[config.mk]
export PLATFORM = sky130hd
export DESIGN_NAME = stop_and_wait_reorder_receiver
export DESIGN_NICKNAME = d
export VERILOG_FILES = /design/src/design/srr_pkg.sv /design/src/design/stop_and_wait_reorder_receiver.sv /design/src/design/srr_front.sv /design/src/design/srr_queue.sv /design/src/design/srr_back.sv
export SDC_FILE = /design/constraint.sdc
export NUM_CORES = 2
export LEC_CHECK = 0
export BUFFER_PORTS_ARGS = -buffer_cell sky130_fd_sc_hd__buf_2
export CAP_MARGIN = 20
export CORE_ASPECT_RATIO = 0.8
export CORE_UTILIZATION = 56
export DETAILED_ROUTE_END_ITERATION = 10
export GPL_ROUTABILITY_DRIVEN = 0
export PLACE_DENSITY_LB_ADDON = 0.25
export SLEW_MARGIN = 20
export SYNTH_ARGS = -nofsm -noshare
export SYNTH_HDL_FRONTEND = slang
export SYNTH_SLANG_ARGS = --single-unit
[constraint.sdc]
create_clock -name clk -period 6.96 [get_ports clk]
set_input_delay 0.696 -clock clk [delete_from_list [all_inputs] [get_ports clk]]
set_output_delay 0.696 -clock clk [all_outputs]
set_load 0.02 [all_outputs]
[src/design/srr_pkg.sv]
// Package for the stop-and-wait reorder receiver.
// Packet record, command and result codes, fixed limits. No dependencies.
package srr_pkg;

  localparam int SEQ_W    = 16;
  localparam int BYTES_W  = 11;
  localparam int TAG_W    = 16;
  localparam int NEWEST_W = 17;
  localparam int DROP_W   = 7;
  localparam int KIND_W   = 2;
  localparam int OP_W     = 3;

  localparam logic [DROP_W-1:0] DROP_RESET = 7'd10;
  localparam logic [DROP_W-1:0] DROP_MIN   = 7'd2;
  localparam logic [DROP_W-1:0] DROP_MAX   = 7'd100;

  localparam logic [15:0] MAX_PAYLOAD = 16'd1024;

  localparam int QUEUE_DEPTH = 4;
  localparam int QPTR_W      = 2;

  typedef struct packed {
    logic [SEQ_W-1:0]   seq;
    logic [BYTES_W-1:0] bytes;
    logic [TAG_W-1:0]   tag;
    logic               chan;
    logic               fin;
  } pkt_t;

  localparam int PKT_W = $bits(pkt_t);

  // Commands from the front part to the back part
  localparam logic [OP_W-1:0] OP_WRITE_ACK = 3'd0;
  localparam logic [OP_W-1:0] OP_STORE     = 3'd1;
  localparam logic [OP_W-1:0] OP_FLUSH     = 3'd2;
  localparam logic [OP_W-1:0] OP_CLOSE     = 3'd3;
  localparam logic [OP_W-1:0] OP_DONE      = 3'd4;
  localparam logic [OP_W-1:0] OP_REFUSE    = 3'd5;

  // Result kinds
  localparam logic [KIND_W-1:0] K_WRITE  = 2'd0;
  localparam logic [KIND_W-1:0] K_ACK    = 2'd1;
  localparam logic [KIND_W-1:0] K_REFUSE = 2'd2;
  localparam logic [KIND_W-1:0] K_DONE   = 2'd3;

endpackage

[src/design/stop_and_wait_reorder_receiver.sv]
// Stop-and-wait reorder receiver, top level: front, command queue, back.
// The back sequencer handles one queued command at a time, popping the next only
// when it returns to idle; the four-entry queue takes items every cycle while it
// has room. A flush walks the slot store in slot order.
// Reset (rst, synchronous) clears state and slot valid bits; no clearing pass.
module stop_and_wait_reorder_receiver import srr_pkg::*; #(
  parameter int DEPTH = 32
) (
  input  logic               clk,
  input  logic               rst,
  input  logic               cfg_we,
  input  logic [DROP_W-1:0]  cfg_data,
  input  logic               in_valid,
  output logic               in_ready,
  input  logic               func,
  input  logic [SEQ_W-1:0]   seq_num,
  input  logic [BYTES_W-1:0] byte_count,
  input  logic [TAG_W-1:0]   payload_tag,
  input  logic               chan,
  input  logic               final_flag,
  output logic               out_valid,
  input  logic               out_ready,
  output logic [KIND_W-1:0]  kind,
  output logic [SEQ_W-1:0]   out_seq,
  output logic [BYTES_W-1:0] out_bytes,
  output logic [TAG_W-1:0]   out_tag,
  output logic               out_chan,
  output logic               out_final,
  output logic               run_end
);

  localparam int IW = $clog2(DEPTH);
  localparam int QW = OP_W + IW + PKT_W;

  logic            push;
  logic            pop;
  logic            q_full;
  logic            q_empty;
  logic [OP_W-1:0] cmd_op;
  logic [IW-1:0]   cmd_slot;
  pkt_t            cmd_pkt;
  logic [QW-1:0]   q_wdata;
  logic [QW-1:0]   q_rdata;
  logic [OP_W-1:0] q_op;
  logic [IW-1:0]   q_slot;
  pkt_t            q_pkt;

  assign q_wdata = {cmd_op, cmd_slot, cmd_pkt};
  assign q_op    = q_rdata[QW-1 -: OP_W];
  assign q_slot  = q_rdata[PKT_W +: IW];
  assign q_pkt   = q_rdata[PKT_W-1:0];

  srr_front #(.DEPTH(DEPTH)) u_front (
    .clk         (clk),
    .rst         (rst),
    .cfg_we      (cfg_we),
    .cfg_data    (cfg_data),
    .in_valid    (in_valid),
    .in_ready    (in_ready),
    .func        (func),
    .seq_num     (seq_num),
    .byte_count  (byte_count),
    .payload_tag (payload_tag),
    .chan        (chan),
    .final_flag  (final_flag),
    .q_full      (q_full),
    .push        (push),
    .cmd_op      (cmd_op),
    .cmd_slot    (cmd_slot),
    .cmd_pkt     (cmd_pkt)
  );

  srr_queue #(.WIDTH(QW)) u_queue (
    .clk   (clk),
    .rst   (rst),
    .push  (push),
    .wdata (q_wdata),
    .pop   (pop),
    .rdata (q_rdata),
    .full  (q_full),
    .empty (q_empty)
  );

  srr_back #(.DEPTH(DEPTH)) u_back (
    .clk       (clk),
    .rst       (rst),
    .q_empty   (q_empty),
    .pop       (pop),
    .q_op      (q_op),
    .q_slot    (q_slot),
    .q_pkt     (q_pkt),
    .out_valid (out_valid),
    .out_ready (out_ready),
    .kind      (kind),
    .out_seq   (out_seq),
    .out_bytes (out_bytes),
    .out_tag   (out_tag),
    .out_chan  (out_chan),
    .out_final (out_final),
    .run_end   (run_end)
  );

endmodule

[src/design/srr_front.sv]
// Front part: accepts items, applies the drop pattern and classifies packets.
// Keeps the sequence state and issues one command per kept item. Uses srr_pkg.
module srr_front import srr_pkg::*; #(
  parameter int DEPTH = 32,
  localparam int IW = $clog2(DEPTH)
) (
  input  logic               clk,
  input  logic               rst,
  input  logic               cfg_we,
  input  logic [DROP_W-1:0]  cfg_data,
  input  logic               in_valid,
  output logic               in_ready,
  input  logic               func,
  input  logic [SEQ_W-1:0]   seq_num,
  input  logic [BYTES_W-1:0] byte_count,
  input  logic [TAG_W-1:0]   payload_tag,
  input  logic               chan,
  input  logic               final_flag,
  input  logic               q_full,
  output logic               push,
  output logic [OP_W-1:0]    cmd_op,
  output logic [IW-1:0]      cmd_slot,
  output pkt_t               cmd_pkt
);

  logic [DROP_W-1:0]   drop_period;
  logic [DROP_W-1:0]   drop_counter;
  logic                holding_mode;
  logic                holding_mode_next;
  logic [NEWEST_W-1:0] newest_seq;
  logic [NEWEST_W-1:0] newest_seq_next;
  logic [SEQ_W-1:0]    missing_seq;
  logic [SEQ_W-1:0]    missing_seq_next;
  logic                finished;
  logic                finished_next;

  logic                accept;
  logic                drop;
  logic [DROP_W-1:0]   eff_period;
  logic [NEWEST_W-1:0] expect_seq;
  logic [NEWEST_W-1:0] seq_ext;
  logic [NEWEST_W-1:0] gap_diff;
  logic [NEWEST_W-1:0] hold_diff;
  logic                gap_ok;
  logic                hold_ok;
  logic                too_big;

  assign in_ready = !q_full;
  assign accept   = in_valid && !q_full;

  assign eff_period = (drop_period < DROP_MIN) ? DROP_MIN :
                      (drop_period > DROP_MAX) ? DROP_MAX : drop_period;
  assign drop = !finished && !func && (drop_counter >= eff_period - 7'd1);
  assign push = accept && !drop;

  assign cmd_pkt.seq   = seq_num;
  assign cmd_pkt.bytes = byte_count;
  assign cmd_pkt.tag   = payload_tag;
  assign cmd_pkt.chan  = chan;
  assign cmd_pkt.fin   = final_flag;

  assign expect_seq = newest_seq + 17'd1;
  assign seq_ext    = {1'b0, seq_num};
  assign gap_diff   = seq_ext - expect_seq;
  assign hold_diff  = expect_seq - {1'b0, missing_seq};
  assign gap_ok     = (seq_ext > expect_seq) && (gap_diff < NEWEST_W'(DEPTH));
  assign hold_ok    = (seq_ext == expect_seq) && (hold_diff < NEWEST_W'(DEPTH));
  assign too_big    = {5'b0, byte_count} > MAX_PAYLOAD;

  always_comb begin
    cmd_op            = OP_REFUSE;
    cmd_slot          = '0;
    holding_mode_next = holding_mode;
    newest_seq_next   = newest_seq;
    missing_seq_next  = missing_seq;
    finished_next     = finished;
    if (finished) begin
      cmd_op = OP_DONE;
    end else if (func) begin
      cmd_op            = OP_CLOSE;
      finished_next     = 1'b1;
      holding_mode_next = 1'b0;
    end else if (too_big) begin
      cmd_op = OP_REFUSE;
    end else if (!holding_mode) begin
      if (seq_ext == expect_seq) begin
        cmd_op          = OP_WRITE_ACK;
        newest_seq_next = seq_ext;
      end else if (gap_ok) begin
        cmd_op            = OP_STORE;
        cmd_slot          = gap_diff[IW-1:0];
        missing_seq_next  = expect_seq[SEQ_W-1:0];
        newest_seq_next   = seq_ext;
        holding_mode_next = 1'b1;
      end
    end else begin
      if (hold_ok) begin
        cmd_op          = OP_STORE;
        cmd_slot        = hold_diff[IW-1:0];
        newest_seq_next = seq_ext;
      end else if (seq_num == missing_seq) begin
        cmd_op            = OP_FLUSH;
        holding_mode_next = 1'b0;
      end
    end
  end

  always_ff @(posedge clk) begin
    if (rst) begin
      drop_period  <= DROP_RESET;
      drop_counter <= '0;
      holding_mode <= 1'b0;
      newest_seq   <= '1;
      missing_seq  <= '0;
      finished     <= 1'b0;
    end else begin
      if (cfg_we) begin
        drop_period <= cfg_data;
      end
      if (accept && !finished && !func) begin
        drop_counter <= drop ? '0 : drop_counter + 7'd1;
      end
      if (push) begin
        holding_mode <= holding_mode_next;
        newest_seq   <= newest_seq_next;
        missing_seq  <= missing_seq_next;
        finished     <= finished_next;
      end
    end
  end

endmodule

[src/design/srr_queue.sv]
// Short command queue between the front and back parts.
// Generic width; depth from srr_pkg.
module srr_queue import srr_pkg::*; #(
  parameter int WIDTH = 8
) (
  input  logic             clk,
  input  logic             rst,
  input  logic             push,
  input  logic [WIDTH-1:0] wdata,
  input  logic             pop,
  output logic [WIDTH-1:0] rdata,
  output logic             full,
  output logic             empty
);

  logic [WIDTH-1:0]  entries [QUEUE_DEPTH];
  logic [QPTR_W-1:0] wr_ptr;
  logic [QPTR_W-1:0] rd_ptr;
  logic [QPTR_W:0]   count;

  assign full  = (count == (QPTR_W+1)'(QUEUE_DEPTH));
  assign empty = (count == '0);
  assign rdata = entries[rd_ptr];

  always_ff @(posedge clk) begin
    if (push) begin
      entries[wr_ptr] <= wdata;
    end
  end

  always_ff @(posedge clk) begin
    if (rst) begin
      wr_ptr <= '0;
      rd_ptr <= '0;
      count  <= '0;
    end else begin
      if (push) begin
        wr_ptr <= wr_ptr + 1'b1;
      end
      if (pop) begin
        rd_ptr <= rd_ptr + 1'b1;
      end
      case ({push, pop})
        2'b10:   count <= count + 1'b1;
        2'b01:   count <= count - 1'b1;
        default: count <= count;
      endcase
    end
  end

endmodule

[src/design/srr_back.sv]
// Back part: carries out commands, owns the slot store and the output register.
// Walks the store in slot order on a flush or a close. Uses srr_pkg.
module srr_back import srr_pkg::*; #(
  parameter int DEPTH = 32,
  localparam int IW = $clog2(DEPTH)
) (
  input  logic               clk,
  input  logic               rst,
  input  logic               q_empty,
  output logic               pop,
  input  logic [OP_W-1:0]    q_op,
  input  logic [IW-1:0]      q_slot,
  input  pkt_t               q_pkt,
  output logic               out_valid,
  input  logic               out_ready,
  output logic [KIND_W-1:0]  kind,
  output logic [SEQ_W-1:0]   out_seq,
  output logic [BYTES_W-1:0] out_bytes,
  output logic [TAG_W-1:0]   out_tag,
  output logic               out_chan,
  output logic               out_final,
  output logic               run_end
);

  localparam logic [2:0] S_IDLE = 3'd0;
  localparam logic [2:0] S_WR   = 3'd1;
  localparam logic [2:0] S_SCAN = 3'd2;
  localparam logic [2:0] S_EMIT = 3'd3;
  localparam logic [2:0] S_TAIL = 3'd4;

  localparam logic [IW-1:0] LAST_SLOT = IW'(DEPTH - 1);

  logic [2:0]        state;
  logic [IW-1:0]     idx;
  pkt_t              cur;
  logic [KIND_W-1:0] tail_kind;
  logic [DEPTH-1:0]  slot_valid;
  pkt_t              slot_store [DEPTH];
  pkt_t              rd_pkt;

  logic              load_ok;
  logic              out_load;
  logic              mem_we;
  logic [IW-1:0]     mem_addr;
  logic              rd_en;

  assign load_ok  = !out_valid || out_ready;
  assign out_load = load_ok &&
                    ((state == S_WR) || (state == S_EMIT) || (state == S_TAIL));
  assign pop      = (state == S_IDLE) && !q_empty;
  assign mem_we   = pop && ((q_op == OP_STORE) || (q_op == OP_FLUSH));
  assign mem_addr = (q_op == OP_FLUSH) ? '0 : q_slot;
  assign rd_en    = (state == S_SCAN) && slot_valid[idx];

  always_ff @(posedge clk) begin
    if (mem_we) begin
      slot_store[mem_addr] <= q_pkt;
    end
    if (rd_en) begin
      rd_pkt <= slot_store[idx];
    end
  end

  always_ff @(posedge clk) begin
    if (rst) begin
      state      <= S_IDLE;
      idx        <= '0;
      slot_valid <= '0;
      out_valid  <= 1'b0;
    end else begin
      if (out_load) begin
        out_valid <= 1'b1;
      end else if (out_ready) begin
        out_valid <= 1'b0;
      end
      case (state)
        S_IDLE: begin
          if (!q_empty) begin
            cur <= q_pkt;
            idx <= '0;
            case (q_op)
              OP_WRITE_ACK: begin
                tail_kind <= K_ACK;
                state     <= S_WR;
              end
              OP_STORE: begin
                slot_valid[q_slot] <= 1'b1;
                tail_kind          <= K_ACK;
                state              <= S_TAIL;
              end
              OP_FLUSH: begin
                slot_valid[0] <= 1'b1;
                tail_kind     <= K_ACK;
                state         <= S_SCAN;
              end
              OP_CLOSE: begin
                tail_kind <= K_DONE;
                state     <= S_SCAN;
              end
              OP_DONE: begin
                tail_kind <= K_DONE;
                state     <= S_TAIL;
              end
              default: begin
                tail_kind <= K_REFUSE;
                state     <= S_TAIL;
              end
            endcase
          end
        end
        S_WR: begin
          if (load_ok) begin
            kind      <= K_WRITE;
            out_seq   <= cur.seq;
            out_bytes <= cur.bytes;
            out_tag   <= cur.tag;
            out_chan  <= cur.chan;
            out_final <= cur.fin;
            run_end   <= 1'b0;
            state     <= S_TAIL;
          end
        end
        S_SCAN: begin
          if (slot_valid[idx]) begin
            slot_valid[idx] <= 1'b0;
            state           <= S_EMIT;
          end else if (idx == LAST_SLOT) begin
            state <= S_TAIL;
          end else begin
            idx <= idx + 1'b1;
          end
        end
        S_EMIT: begin
          if (load_ok) begin
            kind      <= K_WRITE;
            out_seq   <= rd_pkt.seq;
            out_bytes <= rd_pkt.bytes;
            out_tag   <= rd_pkt.tag;
            out_chan  <= rd_pkt.chan;
            out_final <= rd_pkt.fin;
            run_end   <= 1'b0;
            if (idx == LAST_SLOT) begin
              state <= S_TAIL;
            end else begin
              idx   <= idx + 1'b1;
              state <= S_SCAN;
            end
          end
        end
        S_TAIL: begin
          if (load_ok) begin
            kind      <= tail_kind;
            run_end   <= 1'b1;
            if (tail_kind == K_DONE) begin
              out_seq   <= '0;
              out_bytes <= '0;
              out_tag   <= '0;
              out_chan  <= 1'b0;
              out_final <= 1'b0;
            end else begin
              out_seq   <= cur.seq;
              out_bytes <= cur.bytes;
              out_tag   <= cur.tag;
              out_chan  <= cur.chan;
              out_final <= cur.fin;
            end
            state <= S_IDLE;
          end
        end
        default: begin
          state <= S_IDLE;
        end
      endcase
    end
  end

endmodule

**Word-level counts from Yosys, hierarchy flattened**

Memory sizes are Yosys's and may differ from the RTL's. A register that Yosys moved wholly into a read port is not among the register bits.
Index checks and enable logic that the tools add are counted.

- Word-level logic and storage cells: 233
- Bits of input ports: 58
- Output and inout port bits: 50
- Memories kept: 2
- Bits in registers: 192
- Bits in writable memories: 1652

- Reductions and logical operators: 48
- Bitwise gates (word level): 10
- Muxes and demuxes: 98
- $lt $le $gt $ge: 11
- Eq/ne operators: 27
- $add $sub $neg: 10

Memory list:

| memory | words | width | read ports | clocked after Yosys merged registers in | write ports | RTL line | text |
|---|---|---|---|---|---|---|---|
| u_back.slot_store | 32 | 45 | 1 | 1 | 1 | srr_back.sv:38 | `pkt_t slot_store [DEPTH];` |
| u_queue.entries | 4 | 53 | 1 | 1 | 1 | srr_queue.sv:16 | `logic [WIDTH-1:0] entries [QUEUE_DEPTH];` |

Operators with widths:

| kind | number |
|---|---|
| $mux W16 | 8 |
| $pmux W16 S3 | 2 |
| $mux W17 | 4 |
| $mux W32 | 2 |
| $pmux W32 S2 | 1 |
| $mux W5 | 12 |
| $mux W3 | 15 |
| $mux W11 | 4 |
| $lt A17 B6 Y1 const B | 2 |
| $pmux W11 S3 | 1 |
| $and A32 B32 Y32 | 1 |
| $not A32 Y32 | 1 |
| $or A32 B32 Y32 | 1 |
| $mux W31 | 1 |
| $mux W1 | 28 |
| $mux W7 | 3 |
| $add A17 B1 Y17 const B | 1 |
| $eq A16 B17 Y1 | 1 |
| $gt A16 B17 Y1 | 1 |
| $sub A16 B17 Y17 | 1 |
| $sub A17 B16 Y17 | 1 |
| $eq A16 B16 Y1 | 1 |
| $reduce_and A4 Y1 | 4 |
| $pmux W3 S5 | 1 |
| 42 further kinds | 107 |

**Longest topological paths before layout**

- Word-level depth: 10
- Depth in mapped cells: 21
- Depth with buffers taken out: 21

**Hierarchy**

Synthesis repeated with hierarchy kept, for this count alone.

- Cells, all modules: 3765
- Area, all modules: 74898.1 sq um

By module, submodules not included:

| module | cells each | area each (sq um) | seq. area each (sq um) | times used |
|---|---|---|---|---|
| srr_back | 2695 | 60993.5 | 48266.3 | 1 |
| srr_queue | 324 | 8145.3 | 6546.3 | 1 |
| srr_front | 746 | 5759.3 | 980.9 | 1 |

**Worst setup path before layout**

Ideal clock, no wire load.

- Kind: reg2reg
- Start: register (tool-made name)
- End: memory u_back.slot_store[30][0] in the netlist's numbering (enable)
- Data required time: 6457 ps
- Arrival: 5319 ps
- Library setup time: 503 ps
- Setup slack: 1138 ps
- Buffers on the path: 2
- Cell stages (with the launch flop): 9
- Clock period less this slack: 5822 ps
- Cell sequence: dfxtp_1 clkbuf_1 mux4_2 inv_1 or3_1 clkbuf_1 and2_0 nand3b_1 nor3_1

RTL lines:

| element | RTL line |
|---|---|
| end, declared | srr_back.sv:38 |

**Final worst setup path**

- Start: register u_front.newest_seq[2]
- End: register u_front.newest_seq[6]

- Word-level cells in the longest chain between the ends: 6
- Elaborated cells on any way between the ends: 14
- Classes of those cells: add/sub: 3; order compare: 3; eq/ne: 2; mux: 2; reduce/logical: 4

RTL lines:

| element | RTL line | text |
|---|---|---|
| start, declared | srr_front.sv:30 | `logic [NEWEST_W-1:0] newest_seq;` |
| start signal, assigned | srr_front.sv:125 | `newest_seq <= newest_seq_next;` |
| $add A17 B1 Y17 * | srr_front.sv:62 | `assign expect_seq = newest_seq + 17'd1;` |
| via u_front.expect_seq[13] | srr_front.sv:40 | `logic [NEWEST_W-1:0] expect_seq;` |
| $sub A17 B16 Y17 / $sub A16 B17 Y17 (equally long branches) | srr_front.sv:65, srr_front.sv:64 |  |
| $lt A17 B6 Y1 (on tied branches) | srr_front.sv:67, srr_front.sv:66 |  |
| $logic_and A1 B1 Y1 (on tied branches) | srr_front.sv:67, srr_front.sv:66 |  |
| $ne A2 B2 Y1 (no source line) / $reduce_bool A3 Y1 (equally long branches) | - |  |
| $reduce_and A6 Y1 (no source line) | - |  |

Mark *: on every way through the listed nets, which the timed path passes. The rest lies on a longest branch.
A chain may end at the register's enable or synchronous reset.

==> reports/metrics.yaml <==
synth:
  synth_edf_count: 1792
  synth_compound_area_share_pct: 4.60
  yosys.area_share.simple_pct: 3.39
  yosys_warnings: 0
  synthCells: 3693
  synth-xor-area-share_pct: 0.979
  ys_types: 95
  syn_area_sq_um: 74000
  synth_fa_ha_area_share_pct: 0.794
  ys_seq_area_share_pct: 75.4
  synth_mux_area_share_pct: 13.4
  synth_seq_cells: 1891
  async_flop_share_pct: 0
  synth_top_family_by_area: "multiplexers"
  synthFlopType: "edfxtp_1"
  syn-mean-instance-area_sq_um: 20.0
  syn-num-nets: 3792
timing:
  max_slew_margin_pct: 23.3
  fin_crit_sh_pct: 85.0
  setup_violations: 0
  grt_setup_unrepaired: "no"
  fmax_mhz: 169
  fin_setup_tns_ns: 0
  slew_viol_final: 0
  hold_violations: 0
  fin_crit_ns: 5.92
  skew_ns: 0.0287
  tightest_slew_ns: 1.15
clock_tree:
  root_buffer: "clkbuf_16"
  cts.sinks: 1891
  ctsResizeCount: 0
  clkTransAtPathRegs_ns: 0.06
  postCtsHoldBufs: 0
  h-tree-depth: 4
  post-cts-setup-buffer-count: 0
  clock_latency_ns: 0.80
  clk_path_buf_depth: 3
  cts_tree: "yes"
  cts_made_buffers: 173
pwr:
  cell_internal_pwr_mw: 20.4
  ir_drop_uv: 341
  total_power_mw: 27.2
  p_leak_nw: 25.7
  powerDensity_nw_per_um2: 330
  pwr-share-seq_pct: 53.2
  pwr-share-clk_pct: 33.7
  p_sw_share_pct: 25.0
  p_sw_mw: 6.81
  p_comb_share_pct: 13.1
setup_path:
  cp_max_fo: 17
  slowest_stage: "o211a_1"
  r2r_slack_ns: 1.04
  cpPeakStageDelay_ns: 0.90
  crit_top_cell: "nand4_1"
  worstPathRequired_ns: 7.68
  end_kind: "flop"
  worstSetupPathType: "reg2reg"
  crit_chain: "nand4_1 > nor2_1 > nand4_1 > xnor2_1 > inv_1 > ha_1 > nand4_1 > or4_1 > nor3_1 > nand2b_1 > nor4_1 > o211ai_1 > o31ai_2 > o211a_1 > mux2i_1"
  startpoint: "u_front.newest_seq[2]$_SDFFE_PP1P_"
  r2r_start: "u_front.newest_seq[2]$_SDFFE_PP1P_"
  crit_arrival_ns: 6.64
  start_kind: "flop"
detailed_routing:
  drt_iter0_drc: 5243
  wl_per_cell_um: 32.3
  ant_nets: 0
  first_pass_iters: 7
  wl_met1_mm: 73.0
  via_per_inst: 6.69
  drt_wl_total_mm: 185
  dr.max_layer_used: "met5"
  wl_met2_mm: 87.1
  vias: 38300
  wl_met3_mm: 20.2
  drcViolationCount: 0
floorplan:
  die_h_um: 327
  die_x_um: 408
  fp.coreArea_sq_um: 130000
  start_util_pct: 56.8
  dieArea_sq_um: 134000
  rows: 118
  io_pins: 108
min_path:
  holdCritPathClass: "in2reg"
  hold_start: "payload_tag[6]"
global_route:
  antenna_found_initial: 9
  grt_pass1_vias: 37600
  grt_pass1_wl_mm: 265
  grt_use_total_pct: 28.0
  grt.overflow.total: 0
  grt_start_max_net_pins: 143
run_status:
  outcome: "finished, final reports clean"
flow_run:
  cap_violations: 0
layout:
  num-fill-cells: 8700
  postLayoutCellArea_sq_um: 82400
  final_core_util_pct: 63.3
  layout-area-overhead-vs-synth_pct: 11.3
  layout-drive-gt1-share_pct: 23.0
  instances_no_fill: 5729
  nNetsFinal: 3955
place:
  place_hpwl_mm: 98.3
  port_buffers: 107
  dp_cells: 5421
  dpl_cell_area_sq_um: 77000
## cells in the final DEF (no fill, tap or decap), types with 12 or more instances in the layout
| cell | instances |
|---|---|
| inv_1 | 65 |
| nand4_1 | 57 |
| xor2_1 | 29 |
| clkinv_1 | 45 |
| nand3_1 | 26 |
| buf_12 | 13 |
| mux4_2 | 421 |
| a22oi_1 | 185 |
| xnor2_1 | 25 |
| edfxtp_1 | 1792 |
| a22o_1 | 50 |
| nand2_1 | 78 |
| clkinv_2 | 18 |
| a21oi_1 | 72 |
| buf_4 | 61 |
| buf_2 | 106 |
| o21ai_0 | 53 |
| nor2_1 | 130 |
| nor2_4 | 30 |
| mux2i_1 | 44 |
| clkbuf_1 | 40 |
| bufinv_16 | 14 |
| clkbuf_16 | 174 |
| nand2b_1 | 12 |
| ha_1 | 38 |
| nor3_1 | 30 |
| dfxtp_1 | 95 |
## layer usage
layer | global-route usage, % | vias to the layer above
li1 | - | 15700
met1 | 40.5 | 20000
met2 | 42.7 | 2362
met3 | 6.50 | 312
met4 | 9.02 | 8
met5 | 0 | -
## final timing paths
| kind | to | cells past startpoint |
|---|---|---|
| max | u_front.newest_seq[6]$_SDFFE_PP1P_ | 15 |
| min | u_queue.entries[2][8]$_DFFE_PP_ | 1 |
| max reg2reg | u_front.newest_seq[6]$_SDFFE_PP1P_ | 15 |
| min reg2reg | u_back.slot_valid[24]$_SDFFE_PP0P_ | 2 |
## kinds of logic after synthesis
logic type / after synthesis
XOR/XNOR: 66
adder cells (fa/ha/maj): 46
AO/OA/AOI/OAI: 477
buffers and inverters: 261
multiplexers: 467
AND/OR/NAND/NOR: 485
flip-flops: 1891
## through the flow
stage                     hold slack (ns)  worst slack (ns)
after floorplan                     0.450              1.14
after global placement              0.459              1.38
after detailed placement            0.465              1.21
after CTS                          0.0681              1.19
after global routing                0.108             0.637
final                               0.121              1.04
## cell usage after synthesis (all sizes together) (13+ instances only)
library cell	number	area share [%]
buf	74	0.49
and3	13	0.11
clkbuf	121	0.61
nor2	161	0.82
nand4	57	0.48
nand3	28	0.21
xnor2	28	0.36
ha	38	0.64
o21ai	60	0.42
xor2	29	0.34
a21oi	73	0.49
mux2i	44	0.59
a22o	50	0.59
mux4	421	13
nor4	13	0.13
nand2	80	0.42
edfxtp	1792	73
inv	65	0.33
nor3	35	0.25
a22oi	185	1.9
nor3b	15	0.15
dfxtp	99	2.7
## power by group through the flow
stage               clock, mW  combinational (mW)  sequential [mW]
finish                   9.17                3.57             14.5
global placement            0                3.47             14.7
CTS                      9.27                3.57             14.5
detailed placement          0                3.57             14.7
global route             9.71                3.80             14.5
floorplan                   0                2.25             14.6
## cell type report
cell class | instances | area, sq um | area share, %
clock buffer | 217 | 4550 | 5.52
tap | 1740 | 2180 | 2.64
sequential | 1891 | 55800 | 67.7
antenna | 1 | 2.50 | 0.00304
clock inverter | 90 | 812 | 0.986
timing repair buffer | 184 | 1310 | 1.59
multi-input combinational | 1541 | 17500 | 21.2
inverter | 65 | 244 | 0.296
## state kept, by name, summed over array words and instances, names as in the netlist, 2 cells and up, named ones only
register / count
u_back.slot_store: 1440
u_queue.entries: 212
u_back.cur: 45
u_back.rd_pkt: 45
u_back.slot_valid: 32
u_front.newest_seq: 17
u_back.out_seq: 16
u_back.out_tag: 16
u_front.missing_seq: 16
u_back.out_bytes: 11
u_front.drop_counter: 7
u_front.drop_period: 7
u_back.idx: 5
u_back.state: 3
u_queue.count: 3
u_back.kind: 2
u_back.tail_kind: 2
u_queue.rd_ptr: 2
u_queue.wr_ptr: 2
## critical path, delay by kind of cell, from the launching register on
family	cells	cell delay, ns
and+or+nand+nor	8	2.78
adders and majority gates	1	0.38
xor gates and xnor gates	1	0.30
DFF	1	0.44
AOI/OAI and AO/OA	3	1.54
muxes	1	0.27
buffers and inverters	1	0.10
Note: power is estimated with default switching activity, not from simulation.
